--- src/sv/cfs_pkg.sv ---
// ----------------------------------------------------------------------------
// CSV field splitter package
// Shared types and constants for the field splitter front end, queue and
// result sequencer.
// ----------------------------------------------------------------------------
package cfs_pkg;

    localparam int unsigned BYTE_W  = 8;
    localparam int unsigned COUNT_W = 32;

    localparam logic [BYTE_W-1:0] DELIM_RESET = 8'd44;
    localparam logic [BYTE_W-1:0] QUOTE_RESET = 8'd34;
    localparam logic [BYTE_W-1:0] NUL_BYTE    = 8'd0;

    // Configuration register indexes.
    typedef enum logic [0:0] {
        CFG_FIELD_DELIMITER = 1'b0,
        CFG_QUOTE_CHAR      = 1'b1
    } cfg_index_t;

    // Line status codes.
    localparam logic STATUS_ACCEPTED = 1'b0;
    localparam logic STATUS_EMPTY    = 1'b1;

    // One classified request as handed from the front end to the back end.
    // When two_results is set, a bare field end precedes the main result.
    typedef struct packed {
        logic                two_results;
        logic                has_byte;
        logic [BYTE_W-1:0]   data;
        logic                field_end;
        logic                line_end;
        logic                status;
        logic [COUNT_W-1:0]  line_number;
    } cfs_desc_t;

endpackage

--- src/sv/cfs_front.sv ---
// ----------------------------------------------------------------------------
// CSV field splitter front end
// Holds the configuration and the per-line scan state, classifies each
// request and builds the descriptor of the results it causes.
// ----------------------------------------------------------------------------
module cfs_front
    import cfs_pkg::*;
(
    input  logic                aclk,
    input  logic                aresetn,
    input  logic                cfg_wr_en,
    input  logic [0:0]          cfg_index,
    input  logic [BYTE_W-1:0]   cfg_wdata,
    input  logic                accept,
    input  logic                in_has_byte,
    input  logic [BYTE_W-1:0]   in_data_byte,
    input  logic                in_end_of_line,
    output logic                push,
    output cfs_desc_t           desc
);

    logic [BYTE_W-1:0]  delim_reg, delim_next;
    logic [BYTE_W-1:0]  quote_reg, quote_next;
    logic               in_quote_reg, in_quote_next;
    logic               field_has_reg, field_has_next;
    logic               field_quoted_reg, field_quoted_next;
    logic               pending_reg, pending_next;
    logic               line_has_reg, line_has_next;
    logic               stopped_reg, stopped_next;
    logic [COUNT_W-1:0] count_reg, count_next;

    logic is_nul, is_quote, is_delim, active;
    logic content, delim_hit, emit, quoted_now;
    logic line_has_now;
    logic [COUNT_W-1:0] count_inc;

    always_comb begin
        delim_next = delim_reg;
        quote_next = quote_reg;
        if (cfg_wr_en) begin
            unique case (cfg_index_t'(cfg_index))
                CFG_FIELD_DELIMITER: delim_next = cfg_wdata;
                CFG_QUOTE_CHAR:      quote_next = cfg_wdata;
                default:             delim_next = delim_reg;
            endcase
        end
    end

    assign is_nul       = (in_data_byte == NUL_BYTE);
    assign is_quote     = (in_data_byte == quote_reg);
    assign is_delim     = (in_data_byte == delim_reg);
    assign active       = in_has_byte && !stopped_reg;
    assign line_has_now = line_has_reg || in_has_byte;
    assign count_inc    = count_reg + COUNT_W'(1);
    assign quoted_now   = field_has_reg ? field_quoted_reg : is_quote;

    always_comb begin
        content       = 1'b0;
        delim_hit     = 1'b0;
        emit          = 1'b0;
        in_quote_next = in_quote_reg;
        stopped_next  = stopped_reg;
        pending_next  = pending_reg;
        field_has_next    = field_has_reg;
        field_quoted_next = field_quoted_reg;

        if (active) begin
            priority if (is_nul) begin
                stopped_next = 1'b1;
            end else if (in_quote_reg) begin
                // Inside quotes the delimiter is plain content; only the quote byte is tested.
                if (is_quote) in_quote_next = 1'b0;
                content = 1'b1;
            end else if (is_delim) begin
                delim_hit = 1'b1;
            end else begin
                if (is_quote) in_quote_next = 1'b1;
                content = 1'b1;
            end
        end

        if (content) begin
            field_has_next    = 1'b1;
            field_quoted_next = quoted_now;
            if (quoted_now && is_quote) begin
                // A doubled quote yields one quote, a lone one is held back.
                emit         = pending_reg;
                pending_next = !pending_reg;
            end else begin
                emit         = 1'b1;
                pending_next = 1'b0;
            end
        end

        line_has_next = line_has_now;
        count_next    = count_reg;
        if (in_end_of_line) begin
            if (line_has_now) count_next = count_inc;
            in_quote_next     = 1'b0;
            field_has_next    = 1'b0;
            field_quoted_next = 1'b0;
            pending_next      = 1'b0;
            line_has_next     = 1'b0;
            stopped_next      = 1'b0;
        end else if (delim_hit) begin
            field_has_next    = 1'b0;
            field_quoted_next = 1'b0;
            pending_next      = 1'b0;
        end
    end

    always_comb begin
        desc             = '0;
        desc.data        = in_data_byte;
        desc.status      = STATUS_ACCEPTED;
        priority if (in_end_of_line && !line_has_now) begin
            desc.line_end    = 1'b1;
            desc.status      = STATUS_EMPTY;
            desc.line_number = count_reg;
            desc.data        = '0;
        end else if (in_end_of_line) begin
            desc.two_results = delim_hit;
            desc.has_byte    = emit;
            desc.data        = emit ? in_data_byte : '0;
            desc.field_end   = 1'b1;
            desc.line_end    = 1'b1;
            desc.line_number = count_inc;
        end else if (delim_hit) begin
            desc.field_end   = 1'b1;
            desc.data        = '0;
        end else begin
            desc.has_byte    = 1'b1;
        end
    end

    assign push = accept && (in_end_of_line || delim_hit || emit);

    always_ff @(posedge aclk) begin
        if (!aresetn) begin
            delim_reg        <= DELIM_RESET;
            quote_reg        <= QUOTE_RESET;
            in_quote_reg     <= 1'b0;
            field_has_reg    <= 1'b0;
            field_quoted_reg <= 1'b0;
            pending_reg      <= 1'b0;
            line_has_reg     <= 1'b0;
            stopped_reg      <= 1'b0;
            count_reg        <= '0;
        end else begin
            delim_reg <= delim_next;
            quote_reg <= quote_next;
            if (accept) begin
                in_quote_reg     <= in_quote_next;
                field_has_reg    <= field_has_next;
                field_quoted_reg <= field_quoted_next;
                pending_reg      <= pending_next;
                line_has_reg     <= line_has_next;
                stopped_reg      <= stopped_next;
                count_reg        <= count_next;
            end
        end
    end

endmodule

--- src/sv/cfs_queue.sv ---
// ----------------------------------------------------------------------------
// CSV field splitter descriptor queue
// Small first-in first-out buffer between the front end and the back end.
// ----------------------------------------------------------------------------
module cfs_queue
    import cfs_pkg::*;
#(
    parameter int unsigned DEPTH = 4
)
(
    input  logic      aclk,
    input  logic      aresetn,
    input  logic      push,
    input  cfs_desc_t push_desc,
    input  logic      pop,
    output logic      full,
    output logic      not_empty,
    output cfs_desc_t head
);

    localparam int unsigned PTR_W = (DEPTH > 1) ? $clog2(DEPTH) : 1;
    localparam int unsigned CNT_W = $clog2(DEPTH + 1);

    cfs_desc_t slots [DEPTH];
    logic [PTR_W-1:0] wr_ptr_reg, wr_ptr_next;
    logic [PTR_W-1:0] rd_ptr_reg, rd_ptr_next;
    logic [CNT_W-1:0] count_reg, count_next;
    logic do_push, do_pop;

    assign full      = (count_reg == CNT_W'(DEPTH));
    assign not_empty = (count_reg != '0);
    assign do_push   = push && !full;
    assign do_pop    = pop && not_empty;
    assign head      = slots[rd_ptr_reg];

    always_comb begin
        wr_ptr_next = wr_ptr_reg;
        rd_ptr_next = rd_ptr_reg;
        count_next  = count_reg;
        if (do_push) begin
            wr_ptr_next = (wr_ptr_reg == PTR_W'(DEPTH - 1)) ? '0 : wr_ptr_reg + PTR_W'(1);
        end
        if (do_pop) begin
            rd_ptr_next = (rd_ptr_reg == PTR_W'(DEPTH - 1)) ? '0 : rd_ptr_reg + PTR_W'(1);
        end
        if (do_push && !do_pop) begin
            count_next = count_reg + CNT_W'(1);
        end else if (do_pop && !do_push) begin
            count_next = count_reg - CNT_W'(1);
        end
    end

    always_ff @(posedge aclk) begin
        if (do_push) slots[wr_ptr_reg] <= push_desc;
    end

    always_ff @(posedge aclk) begin
        if (!aresetn) begin
            wr_ptr_reg <= '0;
            rd_ptr_reg <= '0;
            count_reg  <= '0;
        end else begin
            wr_ptr_reg <= wr_ptr_next;
            rd_ptr_reg <= rd_ptr_next;
            count_reg  <= count_next;
        end
    end

endmodule

--- src/sv/cfs_back.sv ---
// ----------------------------------------------------------------------------
// CSV field splitter back end
// Expands each descriptor into one or two results and drives the output
// register of the result channel.
// ----------------------------------------------------------------------------
module cfs_back
    import cfs_pkg::*;
(
    input  logic               aclk,
    input  logic               aresetn,
    input  logic               q_not_empty,
    input  cfs_desc_t          q_head,
    output logic               q_pop,
    output logic               m_valid,
    input  logic               m_ready,
    output logic               m_has_byte,
    output logic [BYTE_W-1:0]  m_byte,
    output logic               m_field_end,
    output logic               m_line_end,
    output logic               m_line_status,
    output logic [COUNT_W-1:0] m_line_number,
    output logic               m_last_of_run
);

    logic               valid_reg, valid_next;
    logic               phase_reg, phase_next;
    logic               load, lead_result;
    logic               has_byte_reg, field_end_reg, line_end_reg, status_reg, last_reg;
    logic [BYTE_W-1:0]  byte_reg;
    logic [COUNT_W-1:0] number_reg;

    assign load        = q_not_empty && (!valid_reg || m_ready);
    assign lead_result = q_head.two_results && !phase_reg;
    assign q_pop       = load && !lead_result;

    always_comb begin
        valid_next = valid_reg;
        phase_next = phase_reg;
        if (load) begin
            valid_next = 1'b1;
            phase_next = lead_result;
        end else if (m_ready) begin
            valid_next = 1'b0;
        end
    end

    always_ff @(posedge aclk) begin
        if (!aresetn) begin
            valid_reg <= 1'b0;
            phase_reg <= 1'b0;
        end else begin
            valid_reg <= valid_next;
            phase_reg <= phase_next;
        end
    end

    always_ff @(posedge aclk) begin
        if (load) begin
            if (lead_result) begin
                has_byte_reg  <= 1'b0;
                byte_reg      <= '0;
                field_end_reg <= 1'b1;
                line_end_reg  <= 1'b0;
                status_reg    <= STATUS_ACCEPTED;
                number_reg    <= '0;
                last_reg      <= 1'b0;
            end else begin
                has_byte_reg  <= q_head.has_byte;
                byte_reg      <= q_head.data;
                field_end_reg <= q_head.field_end;
                line_end_reg  <= q_head.line_end;
                status_reg    <= q_head.status;
                number_reg    <= q_head.line_number;
                last_reg      <= 1'b1;
            end
        end
    end

    assign m_valid       = valid_reg;
    assign m_has_byte    = has_byte_reg;
    assign m_byte        = byte_reg;
    assign m_field_end   = field_end_reg;
    assign m_line_end    = line_end_reg;
    assign m_line_status = status_reg;
    assign m_line_number = number_reg;
    assign m_last_of_run = last_reg;

endmodule

--- src/sv/csv_field_splitter_unit.sv ---
// A request's results pass through the descriptor queue, then the back end output register.
// One request per cycle unless the queue is full; a line-ending delimiter adds a result.
// The front end stalls only when the descriptor queue (QUEUE_DEPTH entries) is full.
// Reset (aresetn low, synchronous) empties the queue, clears the line and field state,
// zeroes the line count and restores the delimiter to comma and the quote to double quote.
// ----------------------------------------------------------------------------
// CSV field splitter top level
// Splits the bytes of a text line into fields at unquoted delimiters,
// unquotes fields that open with a quote and marks field and line ends.
// ----------------------------------------------------------------------------
module csv_field_splitter_unit
    import cfs_pkg::*;
#(
    parameter int unsigned QUEUE_DEPTH = 4
)
(
    input  logic               aclk,
    input  logic               aresetn,
    // Configuration write port.
    input  logic               cfg_wr_en,
    input  logic [0:0]         cfg_index,
    input  logic [BYTE_W-1:0]  cfg_wdata,
    // Input request channel.
    input  logic               s_valid,
    output logic               s_ready,
    input  logic               s_has_byte,
    input  logic [BYTE_W-1:0]  s_data_byte,
    input  logic               s_end_of_line,
    // Result channel.
    output logic               m_valid,
    input  logic               m_ready,
    output logic               m_out_has_byte,
    output logic [BYTE_W-1:0]  m_out_byte,
    output logic               m_field_end,
    output logic               m_line_end,
    output logic               m_line_status,
    output logic [COUNT_W-1:0] m_line_number,
    output logic               m_last_of_run
);

    // The front end classifies every accepted request in the cycle it arrives
    // and updates the scan state at once, so the next byte can follow right
    // behind. Requests that cause results leave a descriptor in the queue.
    logic      accept;
    logic      q_push, q_pop, q_full, q_not_empty;
    cfs_desc_t push_desc, q_head;

    // Ready depends only on queue occupancy, never on the result channel, so
    // the two sides stall independently.
    assign s_ready = !q_full;
    assign accept  = s_valid && s_ready;

    cfs_front u_front (
        .aclk           (aclk),
        .aresetn        (aresetn),
        .cfg_wr_en      (cfg_wr_en),
        .cfg_index      (cfg_index),
        .cfg_wdata      (cfg_wdata),
        .accept         (accept),
        .in_has_byte    (s_has_byte),
        .in_data_byte   (s_data_byte),
        .in_end_of_line (s_end_of_line),
        .push           (q_push),
        .desc           (push_desc)
    );

    // The queue decouples the scan from the result stream. When a line ends
    // on a delimiter the back end emits two results from one descriptor, and
    // the queue absorbs that.
    cfs_queue #(
        .DEPTH (QUEUE_DEPTH)
    ) u_queue (
        .aclk      (aclk),
        .aresetn   (aresetn),
        .push      (q_push),
        .push_desc (push_desc),
        .pop       (q_pop),
        .full      (q_full),
        .not_empty (q_not_empty),
        .head      (q_head)
    );

    // The back end owns the output register and emits the bare field end
    // ahead of the final empty field when needed.
    cfs_back u_back (
        .aclk          (aclk),
        .aresetn       (aresetn),
        .q_not_empty   (q_not_empty),
        .q_head        (q_head),
        .q_pop         (q_pop),
        .m_valid       (m_valid),
        .m_ready       (m_ready),
        .m_has_byte    (m_out_has_byte),
        .m_byte        (m_out_byte),
        .m_field_end   (m_field_end),
        .m_line_end    (m_line_end),
        .m_line_status (m_line_status),
        .m_line_number (m_line_number),
        .m_last_of_run (m_last_of_run)
    );

    // A line end carries a field end unless the line was rejected as empty.
    assert property (@(posedge aclk) disable iff (!aresetn)
        m_valid && m_line_end |-> m_field_end || (m_line_status == STATUS_EMPTY))
        else $error("line end without field end on an accepted line");

    // A rejected line carries no byte and always ends the line.
    assert property (@(posedge aclk) disable iff (!aresetn)
        m_valid && (m_line_status == STATUS_EMPTY) |-> m_line_end && !m_out_has_byte)
        else $error("empty line status on a malformed result");

    // A result that is not the last of its run is the bare field end before
    // the final empty field.
    assert property (@(posedge aclk) disable iff (!aresetn)
        m_valid && !m_last_of_run |-> m_field_end && !m_line_end && !m_out_has_byte)
        else $error("leading result of a pair is malformed");

    // The second result of a pair follows its first without a gap.
    assert property (@(posedge aclk) disable iff (!aresetn)
        m_valid && m_ready && !m_last_of_run |=> m_valid && m_last_of_run && m_line_end)
        else $error("second result of a pair did not follow");

endmodule
--- config.mk ---
export PLATFORM = sky130hd
export DESIGN_NAME = csv_field_splitter_unit
export DESIGN_NICKNAME = d
export VERILOG_FILES = /design/src/sv/cfs_pkg.sv /design/src/sv/cfs_front.sv /design/src/sv/cfs_queue.sv /design/src/sv/cfs_back.sv /design/src/sv/csv_field_splitter_unit.sv
export SDC_FILE = /design/constraint.sdc
export NUM_CORES = 1
export LEC_CHECK = 0
export BUFFER_PORTS_ARGS = -buffer_cell sky130_fd_sc_hd__buf_2
export CORE_ASPECT_RATIO = 1.25
export CORE_MARGIN = 2
export CORE_UTILIZATION = 59
export CTS_BUF_LIST = sky130_fd_sc_hd__clkbuf_16
export CTS_CLUSTER_SIZE = 24
export DETAILED_ROUTE_END_ITERATION = 6
export GPL_ROUTABILITY_DRIVEN = 0
export GPL_TIMING_DRIVEN = 1
export PLACE_DENSITY = 0.83
export SYNTH_ARGS = -nofsm -noshare
export SYNTH_HDL_FRONTEND = slang
export SYNTH_HIERARCHICAL = 1
export SYNTH_SLANG_ARGS = --single-unit
--- constraint.sdc ---
create_clock -name aclk -period 6.6 [get_ports aclk]
set_input_delay 0.33 -clock aclk [delete_from_list [all_inputs] [get_ports aclk]]
set_output_delay 0.33 -clock aclk [all_outputs]
set_load 0.01 [all_outputs]
==> impl_metrics.env <==
export IMPL_min_from="cfg_wdata[1]"
export IMPL_die_h_um=165
export IMPL_clock_path_buffers=3
export IMPL_holdPathEnd="u_front/quote_reg[1]"
export IMPL_end_kind="flip-flop"
export IMPL_final_hold_violation_count=0
export IMPL_ant_nets=0
export IMPL_ctsResizeCount=0
export IMPL_internal_power_mw=3.73
export IMPL_grt_start_max_net_pins=48
export IMPL_clockPowerShare_pct=31.3
export IMPL_synth_edf_count=225
export IMPL_dp_hpwl_mm=13.7
export IMPL_ir_drop_mv=0.212
export IMPL_seqPwrFrac_pct=48.4
export IMPL_cpPeakStageDelay_ps=500
export IMPL_post_route_cell_area_mm2=0.0137
export IMPL_grt_ovfl_total=0
export IMPL_fin_setup_tns_ps=0
export IMPL_largest_reg_flops=180
export IMPL_crit_path_max_fanout=46
export IMPL_timing_final_crit_period_ps=3420
export IMPL_finalMaxSlewViolations=0
export IMPL_yosysSeqAreaShare_pct=65.5
export IMPL_wirelength_mm=22.9
export IMPL_period_share_pct=51.8
export IMPL_synth_area_leaders="edfxtp_1 (55%), dfxtp_1 (11%), mux4_2 (7.3%)"
export IMPL_post_synth_top_area_fraction_pct=54.9
export IMPL_status="completed"
export IMPL_clk_pin_slew_ps=70
export IMPL_synth_area_mm2=0.0123
export IMPL_r2r_slack_ps=3180
export IMPL_via_per_inst=5.77
export IMPL_syn_inst=846
export IMPL_postCtsSetupRepairBufs=0
export IMPL_cts_sinks=290
export IMPL_synth_common_cells="edfxtp_1 (225), nand2_1 (79), and2_1 (71)"
export IMPL_setup_viol=0
export IMPL_worstHoldPathType="in2reg"
export IMPL_swShare_pct=25.8
export IMPL_drt_iter0_drc=650
export IMPL_numCtsBuffers=26
export IMPL_clock_latency_ps=530
export IMPL_cp_buffers_inverters=2
export IMPL_yosysUniqueCellTypes=50
export IMPL_rsz0062_at_grt="false"
export IMPL_worst_pin_slew_ps=1190
export IMPL_hold_depth=3
export IMPL_route_vias_total=6944
export IMPL_fin_nets=941
export IMPL_path_cells="buf_4 -> mux4_2 -> nand2b_4 -> and3_1 -> o31ai_1 -> ha_1 -> inv_1 -> fa_1 -> xor2_1 -> or3_1 -> a21boi_0"
export IMPL_coreArea_mm2=0.0207
export IMPL_synth_fp_nets=878
export IMPL_yosys_area_top_type="edfxtp_1"
export IMPL_synth_most_common_cell="edfxtp_1"
export IMPL_grt_antenna_before_repair=0
export IMPL_startpoint_type="flip-flop"
export IMPL_crit_family="simple AND/OR/NAND/NOR gates"
export IMPL_cp_slowest_cell="buf_4"
export IMPL_p_leak_nw=4.78
export IMPL_required_ps=7060
export IMPL_critPathKind="reg2reg"
export IMPL_wl_per_cell_um=19.0
export IMPL_cts_tree="yes"
export IMPL_grt_pass1_vias=6748
export IMPL_drive_gt1_share_pct=20.0
export IMPL_slew_headroom_pct=20.9
export IMPL_syn_avg_cell_area_um2=14.5
export IMPL_placed_area_mm2=0.0128
export IMPL_num_antenna_cells=0
export IMPL_r2r_cells=11
export IMPL_area_delta_synth_final_pct=11.0
export IMPL_timing_fmax_mhz=292
export IMPL_combPwrFrac_pct=20.4
export IMPL_async_reset_ff_share_pct=0
export IMPL_root_buffer="clkbuf_16"
export IMPL_portBuffers=70
export IMPL_die_w_um=133
export IMPL_start_util_pct=59.5
export IMPL_fin_util_pct=66.0
export IMPL_ios=71
export IMPL_gr_usage_all_layers_pct=20.9
export IMPL_htree_levels=1
export IMPL_crit_arrival_ps=3880
export IMPL_switching_power_mw=1.30
export IMPL_rr_endpoint="u_queue/count_reg[2]"
export IMPL_p_per_area_mw_per_mm2=368
export IMPL_dieArea_mm2=0.0220
export IMPL_clock_skew_ps=13.1
export IMPL_cap_violations=0
export IMPL_drtPass1Iterations=5
export IMPL_synth_ff_type="edfxtp_1"
export IMPL_grt_pass1_wl_mm=36.1
export IMPL_hold_buffers=0
export IMPL_drc=0
export IMPL_num_rows=59
export IMPL_yosysWarnings=6
export IMPL_ys_seq_elements=290
## cell type report
type | instances | area (µm²)
flip-flops and latches | 290 | 8060
fillers | 1399 | 7020
multi-input cells | 503 | 3900
clock buffers | 27 | 676
repair buffers | 79 | 418
well taps | 274 | 343
clock inverters | 21 | 224
inverters | 9 | 33.8
## layout by cell type (no fill, tap or decap), types with 37 or more instances in the layout
cell      instances
nand2_1          79
mux4_2           40
nor2_1           47
dfxtp_1          63
and2_1           67
xnor2_1          37
nand3_1          44
xor2_1           37
edfxtp_1        225
buf_2            70
## power groups by stage
stage / logic (mW) / registers [mW] / clock network, mW
after floorplan: 0.702 / 2.55 / 0
after global placement: 1.01 / 2.45 / 0
after detailed placement: 1.03 / 2.46 / 0
after CTS: 1.04 / 2.43 / 1.59
after global routing: 1.12 / 2.45 / 1.66
final: 1.02 / 2.43 / 1.57
## worst reg2reg max path, stage by stage, from the launching register on
cell and delay (ps):
dfxtp_2 310, buf_4 500, mux4_2 430, nand2b_4 260, and3_1 310, o31ai_1 150, ha_1 300, inv_1 60
fa_1 390, xor2_1 180, or3_1 300, a21boi_0 160
## routing by layer
metal,GRT usage (%),routed length (µm),vias to the layer above
li1,-,-,3226
met1,28.6,9840,3494
met2,35.9,11600,191
met3,2.53,980,33
met4,6.14,427,0
met5,0,0,-
## how the worst max path moves through the flow
stage	start	endpoint	slack, ps	cells after the start
global route	flip-flop	u_queue/count_reg[2]	2970	11
floorplan	s_data_byte[7]	u_queue/slots[0][0]	3640	7
detailed placement	flip-flop	u_queue/count_reg[2]	3200	11
global placement	flip-flop	u_queue/count_reg[2]	3330	11
finish	flip-flop	u_queue/count_reg[2]	3180	11
CTS	flip-flop	u_queue/count_reg[2]	3160	11
## cell families (layout without fill, tap and decap cells)
| family | Yosys count | in the layout | share of synthesized area [%] |
|---|---|---|---|
| mux | 49 | 49 | 8.72 |
| xor+xnor | 74 | 74 | 5.27 |
| simple gates | 325 | 325 | 14.5 |
| buf+inv | 53 | 136 | 2.88 |
| flops | 290 | 290 | 65.5 |
| fa+ha+maj | 8 | 8 | 0.875 |
| compound gates | 47 | 47 | 2.28 |
## stage by stage
stage	cells	hold slack (ps)	worst slack, ps	total power, mW
5_1_grt	1203	26.9	2970	5.24
2_1_floorplan	846	446	3640	3.25
6_report	1203	24.4	3180	5.02
3_3_place_gp	1155	459	3330	3.46
3_5_place_dp	1155	460	3200	3.49
4_1_cts	1203	9.65	3160	5.07
Power figures use the tool's default switching activity.
